--- src/design/cst_pkg.sv ---
// Shared types and constants for the CSV stream tokenizer.
// No dependencies; imported by every module of the block.
package cst_pkg;

    typedef enum logic [1:0] {
        KIND_FIELD_BYTE   = 2'd0,
        KIND_FIELD_END    = 2'd1,
        KIND_ROW_END      = 2'd2,
        KIND_END_OF_INPUT = 2'd3
    } kind_t;

    typedef enum logic [2:0] {
        ST_OK              = 3'd0,
        ST_UNTERM_QUOTE    = 3'd1,
        ST_WIDTH_MISMATCH  = 3'd2,
        ST_MISSING_HEADER  = 3'd3,
        ST_COLUMN_OVERFLOW = 3'd4
    } status_t;

    typedef struct packed {
        kind_t       kind;
        logic [7:0]  field_byte;
        logic [6:0]  column_index;
        logic        is_header_row;
        status_t     status;
        logic        last;
    } result_t;

    localparam logic [7:0] CH_QUOTE = 8'h22;
    localparam logic [7:0] CH_CR    = 8'h0D;
    localparam logic [7:0] CH_LF    = 8'h0A;

    localparam logic [7:0] DELIMITER_RESET  = 8'd44;
    localparam logic       HAS_HEADER_RESET = 1'b1;

    // register select, taken from paddr[2]
    localparam logic REG_DELIMITER  = 1'b0;
    localparam logic REG_HAS_HEADER = 1'b1;

endpackage

--- src/design/cst_parse_core.sv ---
// Tokenizer state and per-byte decode: turns one registered input item into
// up to two results. Depends on cst_pkg.
module cst_parse_core #(
    parameter int MAX_COLUMNS = 64
) (
    input  logic              aclk,
    input  logic              aresetn,
    input  logic              item_valid,
    input  logic [7:0]        item_byte,
    input  logic              item_eoi,
    input  logic              advance,
    input  logic [7:0]        delimiter,
    input  logic              has_header,
    output cst_pkg::result_t  res0,
    output cst_pkg::result_t  res1,
    output logic [1:0]        res_count
);
    import cst_pkg::*;

    localparam int CW = $clog2(MAX_COLUMNS + 1);
    localparam logic [CW-1:0] MAX_CNT = CW'(MAX_COLUMNS);

    logic          in_quotes_reg, in_quotes_next;
    logic          quote_pending_reg, quote_pending_next;
    logic          row_started_reg, row_started_next;
    logic [CW-1:0] column_count_reg, column_count_next;
    logic [CW-1:0] reference_width_reg, reference_width_next;
    logic          first_row_done_reg, first_row_done_next;

    logic            hdr_now;
    logic            over;
    status_t         fstat;
    logic [CW+6:0]   col_wide;
    logic [6:0]      col7;
    logic [CW-1:0]   row_width;
    status_t         row_stat;
    result_t         byte_res;
    result_t         row_res;
    result_t         eoi_res;
    logic            unquoted;

    always_comb begin
        hdr_now   = has_header && !first_row_done_reg;
        over      = (column_count_reg >= MAX_CNT);
        fstat     = over ? ST_COLUMN_OVERFLOW : ST_OK;
        col_wide  = {7'd0, column_count_reg};
        col7      = col_wide[6:0];
        row_width = over ? MAX_CNT : column_count_reg + CW'(1);

        if (!first_row_done_reg || over) begin
            row_stat = fstat;
        end else if (row_width != reference_width_reg) begin
            row_stat = ST_WIDTH_MISMATCH;
        end else begin
            row_stat = ST_OK;
        end

        byte_res = '{kind: KIND_FIELD_BYTE, field_byte: item_byte, column_index: col7,
                     is_header_row: hdr_now, status: fstat, last: 1'b1};
        row_res  = '{kind: KIND_ROW_END, field_byte: 8'd0, column_index: col7,
                     is_header_row: hdr_now, status: row_stat, last: 1'b1};
        eoi_res  = '{kind: KIND_END_OF_INPUT, field_byte: 8'd0, column_index: 7'd0,
                     is_header_row: hdr_now, status: ST_OK, last: 1'b1};
    end

    always_comb begin
        in_quotes_next       = in_quotes_reg;
        quote_pending_next   = quote_pending_reg;
        row_started_next     = row_started_reg;
        column_count_next    = column_count_reg;
        reference_width_next = reference_width_reg;
        first_row_done_next  = first_row_done_reg;
        res0      = byte_res;
        res1      = eoi_res;
        res_count = 2'd0;
        unquoted  = 1'b1;

        if (item_eoi) begin
            if (in_quotes_reg && !quote_pending_reg) begin
                res0        = eoi_res;
                res0.status = ST_UNTERM_QUOTE;
                res_count   = 2'd1;
            end else if (row_started_reg) begin
                // row end closes the partial row; the header phase is over after it
                res0      = row_res;
                res0.last = 1'b0;
                res1.is_header_row = 1'b0;
                res_count = 2'd2;
            end else begin
                res0        = eoi_res;
                res0.status = hdr_now ? ST_MISSING_HEADER : ST_OK;
                res_count   = 2'd1;
            end
            in_quotes_next       = 1'b0;
            quote_pending_next   = 1'b0;
            row_started_next     = 1'b0;
            column_count_next    = '0;
            reference_width_next = '0;
            first_row_done_next  = 1'b0;
        end else begin
            row_started_next = 1'b1;
            if (quote_pending_reg) begin
                quote_pending_next = 1'b0;
                if (item_byte == CH_QUOTE) begin
                    res_count = 2'd1;
                    unquoted  = 1'b0;
                end else begin
                    in_quotes_next = 1'b0;
                end
            end else if (in_quotes_reg) begin
                if (item_byte == CH_QUOTE) begin
                    quote_pending_next = 1'b1;
                end else begin
                    res_count = 2'd1;
                end
                unquoted = 1'b0;
            end

            if (unquoted) begin
                if (item_byte == CH_QUOTE) begin
                    in_quotes_next = 1'b1;
                end else if (item_byte == CH_CR) begin
                    res_count = 2'd0;
                end else if (item_byte == CH_LF) begin
                    res0      = row_res;
                    res_count = 2'd1;
                    if (!first_row_done_reg) begin
                        reference_width_next = row_width;
                        first_row_done_next  = 1'b1;
                    end
                    column_count_next  = '0;
                    row_started_next   = 1'b0;
                    in_quotes_next     = 1'b0;
                    quote_pending_next = 1'b0;
                end else if (item_byte == delimiter) begin
                    res0.kind       = KIND_FIELD_END;
                    res0.field_byte = 8'd0;
                    res_count       = 2'd1;
                    if (!over) begin
                        column_count_next = column_count_reg + CW'(1);
                    end
                end else begin
                    res_count = 2'd1;
                end
            end
        end

        if (!item_valid) begin
            res_count = 2'd0;
        end
    end

    always_ff @(posedge aclk) begin
        if (!aresetn) begin
            in_quotes_reg       <= 1'b0;
            quote_pending_reg   <= 1'b0;
            row_started_reg     <= 1'b0;
            column_count_reg    <= '0;
            reference_width_reg <= '0;
            first_row_done_reg  <= 1'b0;
        end else if (advance) begin
            in_quotes_reg       <= in_quotes_next;
            quote_pending_reg   <= quote_pending_next;
            row_started_reg     <= row_started_next;
            column_count_reg    <= column_count_next;
            reference_width_reg <= reference_width_next;
            first_row_done_reg  <= first_row_done_next;
        end
    end

endmodule

--- src/design/cst_result_fifo.sv ---
// Two-entry result queue: takes up to two results per cycle, hands out one.
// Depends on cst_pkg.
module cst_result_fifo (
    input  logic              aclk,
    input  logic              aresetn,
    input  logic [1:0]        push_count,
    input  cst_pkg::result_t  push0,
    input  cst_pkg::result_t  push1,
    input  logic              pop_ready,
    output logic [1:0]        free_slots,
    output logic              head_valid,
    output cst_pkg::result_t  head
);
    import cst_pkg::*;

    result_t    entry_reg [2];
    result_t    entry_next [2];
    logic [1:0] count_reg, count_next;
    logic [1:0] count_left;
    logic       pop;

    assign head_valid = (count_reg != 2'd0);
    assign head       = entry_reg[0];
    assign pop        = head_valid && pop_ready;
    assign free_slots = 2'd2 - count_reg + {1'b0, pop};

    always_comb begin
        entry_next = entry_reg;
        count_left = count_reg;
        if (pop) begin
            entry_next[0] = entry_reg[1];
            count_left    = count_reg - 2'd1;
        end
        // caller only pushes what fits, so count_left is 0 or 1 here
        if (push_count != 2'd0) begin
            entry_next[count_left[0]] = push0;
        end
        if (push_count == 2'd2) begin
            entry_next[1] = push1;
        end
        count_next = count_left + push_count;
    end

    always_ff @(posedge aclk) begin
        if (!aresetn) begin
            count_reg <= 2'd0;
        end else begin
            count_reg <= count_next;
        end
    end

    always_ff @(posedge aclk) begin
        entry_reg <= entry_next;
    end

endmodule

--- src/design/csv_stream_tokenizer.sv ---
// CSV stream tokenizer top level: APB register file, input register, parse core
// and result queue. Depends on cst_pkg, cst_parse_core and cst_result_fifo.
//
// One item enters per cycle while the input register can move on. An item passes
// the input register and the decode logic and its results sit in a two-entry
// result queue, so a result is held in the input register and then in the queue
// before it shows on m_*. Byte items give at most one result and stream at one per
// cycle while m_ready stays high; an end-of-input item closing a partial row gives
// two results and needs both queue entries, so it waits in the input register
// until the queue is empty after that cycle's pop. Registers: delimiter at
// 0x0 (reset 44), has_header at 0x4 (reset 1); write them only while no
// transaction is in flight.
module csv_stream_tokenizer #(
    parameter int MAX_COLUMNS = 64
) (
    input  logic        aclk,
    input  logic        aresetn,
    input  logic        psel,
    input  logic        penable,
    input  logic        pwrite,
    input  logic [2:0]  paddr,
    input  logic [31:0] pwdata,
    output logic [31:0] prdata,
    output logic        pready,
    input  logic        s_valid,
    output logic        s_ready,
    input  logic [7:0]  s_data_byte,
    input  logic        s_end_of_input,
    output logic        m_valid,
    input  logic        m_ready,
    output logic [1:0]  m_kind,
    output logic [7:0]  m_field_byte,
    output logic [6:0]  m_column_index,
    output logic        m_is_header_row,
    output logic [2:0]  m_status,
    output logic        m_last
);
    import cst_pkg::*;

    logic [7:0] delimiter_reg;
    logic       has_header_reg;
    logic       cfg_write;

    logic       item_valid_reg;
    logic [7:0] item_byte_reg;
    logic       item_eoi_reg;

    result_t    res0, res1, head;
    logic [1:0] res_count, push_count, free_slots;
    logic       advance;

    assign pready    = 1'b1;
    assign cfg_write = psel && penable && pwrite && pready;

    always_ff @(posedge aclk) begin
        if (!aresetn) begin
            delimiter_reg  <= DELIMITER_RESET;
            has_header_reg <= HAS_HEADER_RESET;
        end else if (cfg_write) begin
            if (paddr[2] == REG_DELIMITER) begin
                delimiter_reg <= pwdata[7:0];
            end else begin
                has_header_reg <= pwdata[0];
            end
        end
    end

    always_comb begin
        if (paddr[2] == REG_HAS_HEADER) begin
            prdata = {31'd0, has_header_reg};
        end else begin
            prdata = {24'd0, delimiter_reg};
        end
    end

    // input stage moves on once its results fit in the queue
    assign advance    = item_valid_reg && (res_count <= free_slots);
    assign push_count = advance ? res_count : 2'd0;
    assign s_ready    = !item_valid_reg || advance;

    always_ff @(posedge aclk) begin
        if (!aresetn) begin
            item_valid_reg <= 1'b0;
        end else if (s_ready) begin
            item_valid_reg <= s_valid;
        end
    end

    always_ff @(posedge aclk) begin
        if (s_valid && s_ready) begin
            item_byte_reg <= s_data_byte;
            item_eoi_reg  <= s_end_of_input;
        end
    end

    cst_parse_core #(
        .MAX_COLUMNS (MAX_COLUMNS)
    ) u_core (
        .aclk       (aclk),
        .aresetn    (aresetn),
        .item_valid (item_valid_reg),
        .item_byte  (item_byte_reg),
        .item_eoi   (item_eoi_reg),
        .advance    (advance),
        .delimiter  (delimiter_reg),
        .has_header (has_header_reg),
        .res0       (res0),
        .res1       (res1),
        .res_count  (res_count)
    );

    cst_result_fifo u_fifo (
        .aclk       (aclk),
        .aresetn    (aresetn),
        .push_count (push_count),
        .push0      (res0),
        .push1      (res1),
        .pop_ready  (m_ready),
        .free_slots (free_slots),
        .head_valid (m_valid),
        .head       (head)
    );

    assign m_kind          = head.kind;
    assign m_field_byte    = head.field_byte;
    assign m_column_index  = head.column_index;
    assign m_is_header_row = head.is_header_row;
    assign m_status        = head.status;
    assign m_last          = head.last;

endmodule

--- config.mk ---
export PLATFORM = sky130hd
export DESIGN_NAME = csv_stream_tokenizer
export DESIGN_NICKNAME = d
export VERILOG_FILES = /design/src/design/cst_pkg.sv /design/src/design/cst_parse_core.sv /design/src/design/cst_result_fifo.sv /design/src/design/csv_stream_tokenizer.sv
export SDC_FILE = /design/constraint.sdc
export NUM_CORES = 1
export LEC_CHECK = 0
export ABC_AREA = 1
export BUFFER_PORTS_ARGS = -buffer_cell sky130_fd_sc_hd__buf_2
export CORE_ASPECT_RATIO = 1.5
export CORE_MARGIN = 1.5
export CORE_UTILIZATION = 58
export CTS_CLUSTER_DIAMETER = 60
export DETAILED_ROUTE_END_ITERATION = 8
export HOLD_SLACK_MARGIN = 0.06
export PLACE_DENSITY_LB_ADDON = 0.1
export SYNTH_ARGS = -nofsm -noshare
export SYNTH_HDL_FRONTEND = slang
export SYNTH_SLANG_ARGS = --single-unit
export TNS_END_PERCENT = 5
--- constraint.sdc ---
create_clock -name aclk -period 7.9 [get_ports aclk]
set_input_delay 1.58 -clock aclk [delete_from_list [all_inputs] [get_ports aclk]]
set_output_delay 1.58 -clock aclk [all_outputs]
set_load 0.01 [all_outputs]
# Word-level counts from Yosys, hierarchy flattened
# Cells that the tools add are included.
op_classes:
  eq_ne: 10
  addsub: 5
  bitwise_logic: 2
  n_reduce_logical: 24
  n_lt_le_gt_ge: 4
  mux: 79
ops:
  columns: ["operator", "n"]
  rows:
  - ["$mux W22", 6]
  - ["$mux W7", 14]
  - ["$bwmux W44", 1]
  - ["$mux W44", 1]
  - ["$mux W21", 2]
  - ["$mux W1", 35]
  - ["$mux W2", 12]
  - ["$demux W22 S1", 1]
  - ["$eq A8 B4 Y1 const B", 2]
  - ["$reduce_and A6 Y1", 2]
  - ["$mux W10", 1]
  - ["$reduce_bool A2 Y1", 5]
  - ["$mux W9", 1]
  - ["$eq A8 B6 Y1 const B", 1]
  - ["$eq A8 B8 Y1", 1]
  - ["$logic_and A1 B1 Y1", 8]
  - ["$mux W8", 1]
  - ["$add A7 B1 Y7 const B", 1]
  - ["$ge A7 B7 Y1 const B", 1]
  - ["$ne A7 B7 Y1", 1]
  - ["$mux W3", 2]
  - ["$ne A2 B2 Y1 const B", 3]
  - ["$mux W5", 1]
  - ["$reduce_and A5 Y1", 1]
  - ["16 further kinds", 20]
word_totals:
  out_inout_bits: 57
  reg_bits: 83

# Logic depth before layout (Yosys ltp)
depth:
  ltp_word: 14
  mapped_depth: 21

# Cells and area by module
# A second synthesis with hierarchy kept.
hier_totals:
  cells_unflattened: 713
  area_unflattened_um2: 5273.8
modules_own_cells:
  columns: ["module", "area_each_um2", "n_inst", "cells_each"]
  rows:
  - ["cst_result_fifo", 2484.9, 1, 282]
  - ["cst_parse_core", 1756.7, 1, 302]
  - ["csv_stream_tokenizer", 1032.2, 1, 129]

# Least setup slack after synthesis
# No wires, ideal clock.
synth_timing:
  path_kind: "input-to-output"
  from: "input m_ready"
  to: "output s_ready"
  cell_stages: 10
  n_path_buf: 2
  t_arrival_ns: 3.417
  required_time_ns: 6.320
  setup_slack_ns: 2.903
  cell_sequence: "nand2_1 clkbuf_1 clkbuf_1 ha_1 inv_1 ha_1 nand2_1 nand2_1 inv_1 nand2_1"
synth_between:
  elab_chain_len: 5
synth_rtl:
  columns: ["item", "line", "text"]
  rows:
  - ["start: declaration", "csv_stream_tokenizer.sv:30", "input logic m_ready,"]
  - ["$logic_and A1 B1 Y1", "cst_result_fifo.sv:24", "assign pop = head_valid && pop_ready;"]
  - ["$add A2 B1 Y2", "cst_result_fifo.sv:25", "assign free_slots = 2'd2 - count_reg + {1'b0, pop};"]
  - ["$le A2 B2 Y1", "csv_stream_tokenizer.sv:77", "assign advance = item_valid_reg && (res_count <= free_slots);"]
  - ["$logic_and A1 B1 Y1", "csv_stream_tokenizer.sv:77", null]
  - ["$logic_or A1 B1 Y1", "csv_stream_tokenizer.sv:79", "assign s_ready = !item_valid_reg || advance;"]
  - ["end: declaration", "csv_stream_tokenizer.sv:26", "output logic s_ready,"]
# Every way passes these cells.

# Worst setup path after layout
# Ends and elaborated chain as after synthesis.

==> impl_metrics.yaml <==
worst_setup_path:
  crit_type: "in2out"
  crit_fanout: 29
  cp.required_ns: 6.32
  worst_setup_path_start_kind: "input pin"
  end_kind: "output port"
  worstPathArrival_ns: 3.53
drt:
  drt_iter0_drc: 175
  drc: 0
  route.vias.total: 3739
  finalWirelength_mm: 9.12
  drtPass1Iterations: 4
  postRouteAntennaNets: 0
  wl_per_cell_microns: 12.0
  vias_per_cell: 4.93
clock_tree:
  cts_tree: "built"
  root_buffer: "clkbuf_16"
  cts_max_path_buffers: 2
  cts_sinks: 83
  clk_pin_slew_worst_paths_ns: 0.06
  cts_setup_buffers: 0
  cts_resized: 0
  postCtsHoldBufs: 0
  cts_buffers: 9
  h-tree-depth: 3
  clock_latency_ns: 0.34
cells_and_area:
  n_antenna_cell: 0
  layout-drive-gt1-share_pct: 18.4
  instances_no_fill: 758
  syn_to_final_growth_pct: 7.46
  layout.nets: 709
  post-route-util_pct: 64.4
die:
  die_x_microns: 75.7
  die_area_sq_mm: 0.00847
  coreArea_sq_mm: 0.00766
  io_pins: 108
  start_util_pct: 60.0
  die_y_microns: 112
  fp-row-count: 39
grt:
  track_usage_pct: 22.8
  first_global_vias: 3302
  antenna_found_initial: 0
  overflow: 0
  grt_pass1_wl_mm: 14.8
  grt_max_degree: 30
yosys:
  yosys.area_share.simple_pct: 25.7
  yosysTopAreaCell: "dfxtp_1"
  synthCells: 622
  ys_seq_area_share_pct: 38.4
  syn_area_sq_mm: 0.00459
  synth_area_leaders: "dfxtp_1 32%, nand2_1 11%, buf_4 7.7%, edfxtp_1 6.5%, nor2_1 6.3%"
  ys.flop_type: "dfxtp_1"
  synth-adder-area-share_pct: 1.91
  synth_seq_cells: 83
  synth_most_common_cell: "nand2_1"
  synth_top_family_by_area: "simple AND/OR/NAND/NOR gates"
  synth_top_cell_area_share_pct: 31.8
  async_flop_share_pct: 0
  synth_edf_count: 10
  ys_types: 38
  yosys-top-cells-count: "134 x nand2_1, 77 x nor2_1, 73 x dfxtp_1"
  synth.avg_cell_area_sq_um: 7.38
  synth_xor_area_share_pct: 1.33
  ys_warn_count: 0
  synth_compound_area_share_pct: 12.4
  synthMuxAreaShare_pct: 4.14
sta:
  rsz0062_at_grt: "false"
  slew_viol_final: 0
  setup_tns_ns: 0
  hold_violations: 0
  max_slew_margin_pct: 61.8
  period_needed_ns: 5.11
  post-route-period-util_pct: 64.7
  skew_ns: 0.00550
  max_freq_ghz: 0.196
  worst_slew_pin_slew_ns: 0.573
  finalSetupViolCount: 0
  fin_ws_ns: 2.79
placement:
  place_hpwl_mm: 6.68
  port_buffers: 56
  gp_congestion: 0.824
  placed_cells: 742
  pre_cts_slack_ns: 2.80
run_status:
  status: "finished clean"
power:
  power.total_uw: 1610
  p_leak_uw: 0.00251
  ir_worst_vdd_mv: 0.170
  power_density_mw_per_mm2: 326
run:
  maxCapViolations: 0
hold_path:
  hp-class: "reg2reg"
logic make-up after synthesis:
kind of cell / count (synthesis)
AND/OR/NAND/NOR: 268
buffers and inverters: 135
flip-flops: 83
multiplexers: 18
XOR/XNOR: 7
adder cells (fa/ha/maj): 7
AO/OA/AOI/OAI: 102
other: 2
worst max-delay path, stage by stage:
cell	delay (ns)
buf_2	0.09
nand2_1	0.05
buf_4	0.35
ha_1	0.40
inv_1	0.24
ha_1	0.28
nand2_1	0.06
nand2_1	0.07
inv_1	0.12
nand2_1	0.12
buf_2	0.16
power by group:
part,leakage [uW],internal [uW],switching [uW]
logic,0.00167,232,355
clock network,0.000144,240,169
registers,0.000699,550,62.6
total,0.00251,1020,587
metal layers:
layer  GRT usage [%]  up-vias  part of all wire (%)
met5               0        -                     0
met4            9.29        0                   2.0
met3            5.16       13                   3.4
met2            38.0       66                    50
met1            27.8     1686                    44
li1                -     1974                     -
cells in the final DEF, fill, tap and decap left out, types with 7 or more instances in the layout:
| master | count |
|---|---|
| clkbuf_16 | 10 |
| o21ai_0 | 48 |
| nand3_1 | 26 |
| mux2_2 | 8 |
| inv_1 | 64 |
| o21ai_2 | 10 |
| edfxtp_1 | 10 |
| mux2i_1 | 10 |
| dfxtp_1 | 73 |
| xor2_1 | 7 |
| o21ai_1 | 7 |
| a21oi_1 | 29 |
| nand2_1 | 134 |
| buf_2 | 56 |
| nor2_1 | 77 |
| nand2_2 | 11 |
| ha_1 | 7 |
| conb_1 | 25 |
through the flow:
step                      hold slack (ns)  cell area (sq um)
after floorplan                     0.412               4680
after global placement              0.428               4640
after detailed placement            0.434               4640
after CTS                           0.448               4940
after global routing                0.497               4940
final                               0.443               4940
layout make-up:
class | instances | area [sq um]
Fill cell | 726 | 2730
Multi-Input combinational cell | 427 | 2180
Sequential cell | 83 | 1760
Timing Repair Buffer | 57 | 288
Inverter | 73 | 282
Clock buffer | 11 | 264
Tap cell | 102 | 128
Clock inverter | 5 | 32.5
worst paths after layout:
check	to	from	slack [ns]	cells after the start
setup / recovery	s_ready	m_ready	2.79	11
hold / removal	u_fifo.entry_reg[0]	u_fifo.entry_reg[0]	0.44	2
setup reg to reg	u_fifo.entry_reg[4]	u_fifo.count_reg[1]	4.62	16
hold reg to reg	u_fifo.entry_reg[0]	u_fifo.entry_reg[0]	0.44	2
No activity file was read; power rests on OpenSTA's default activity.
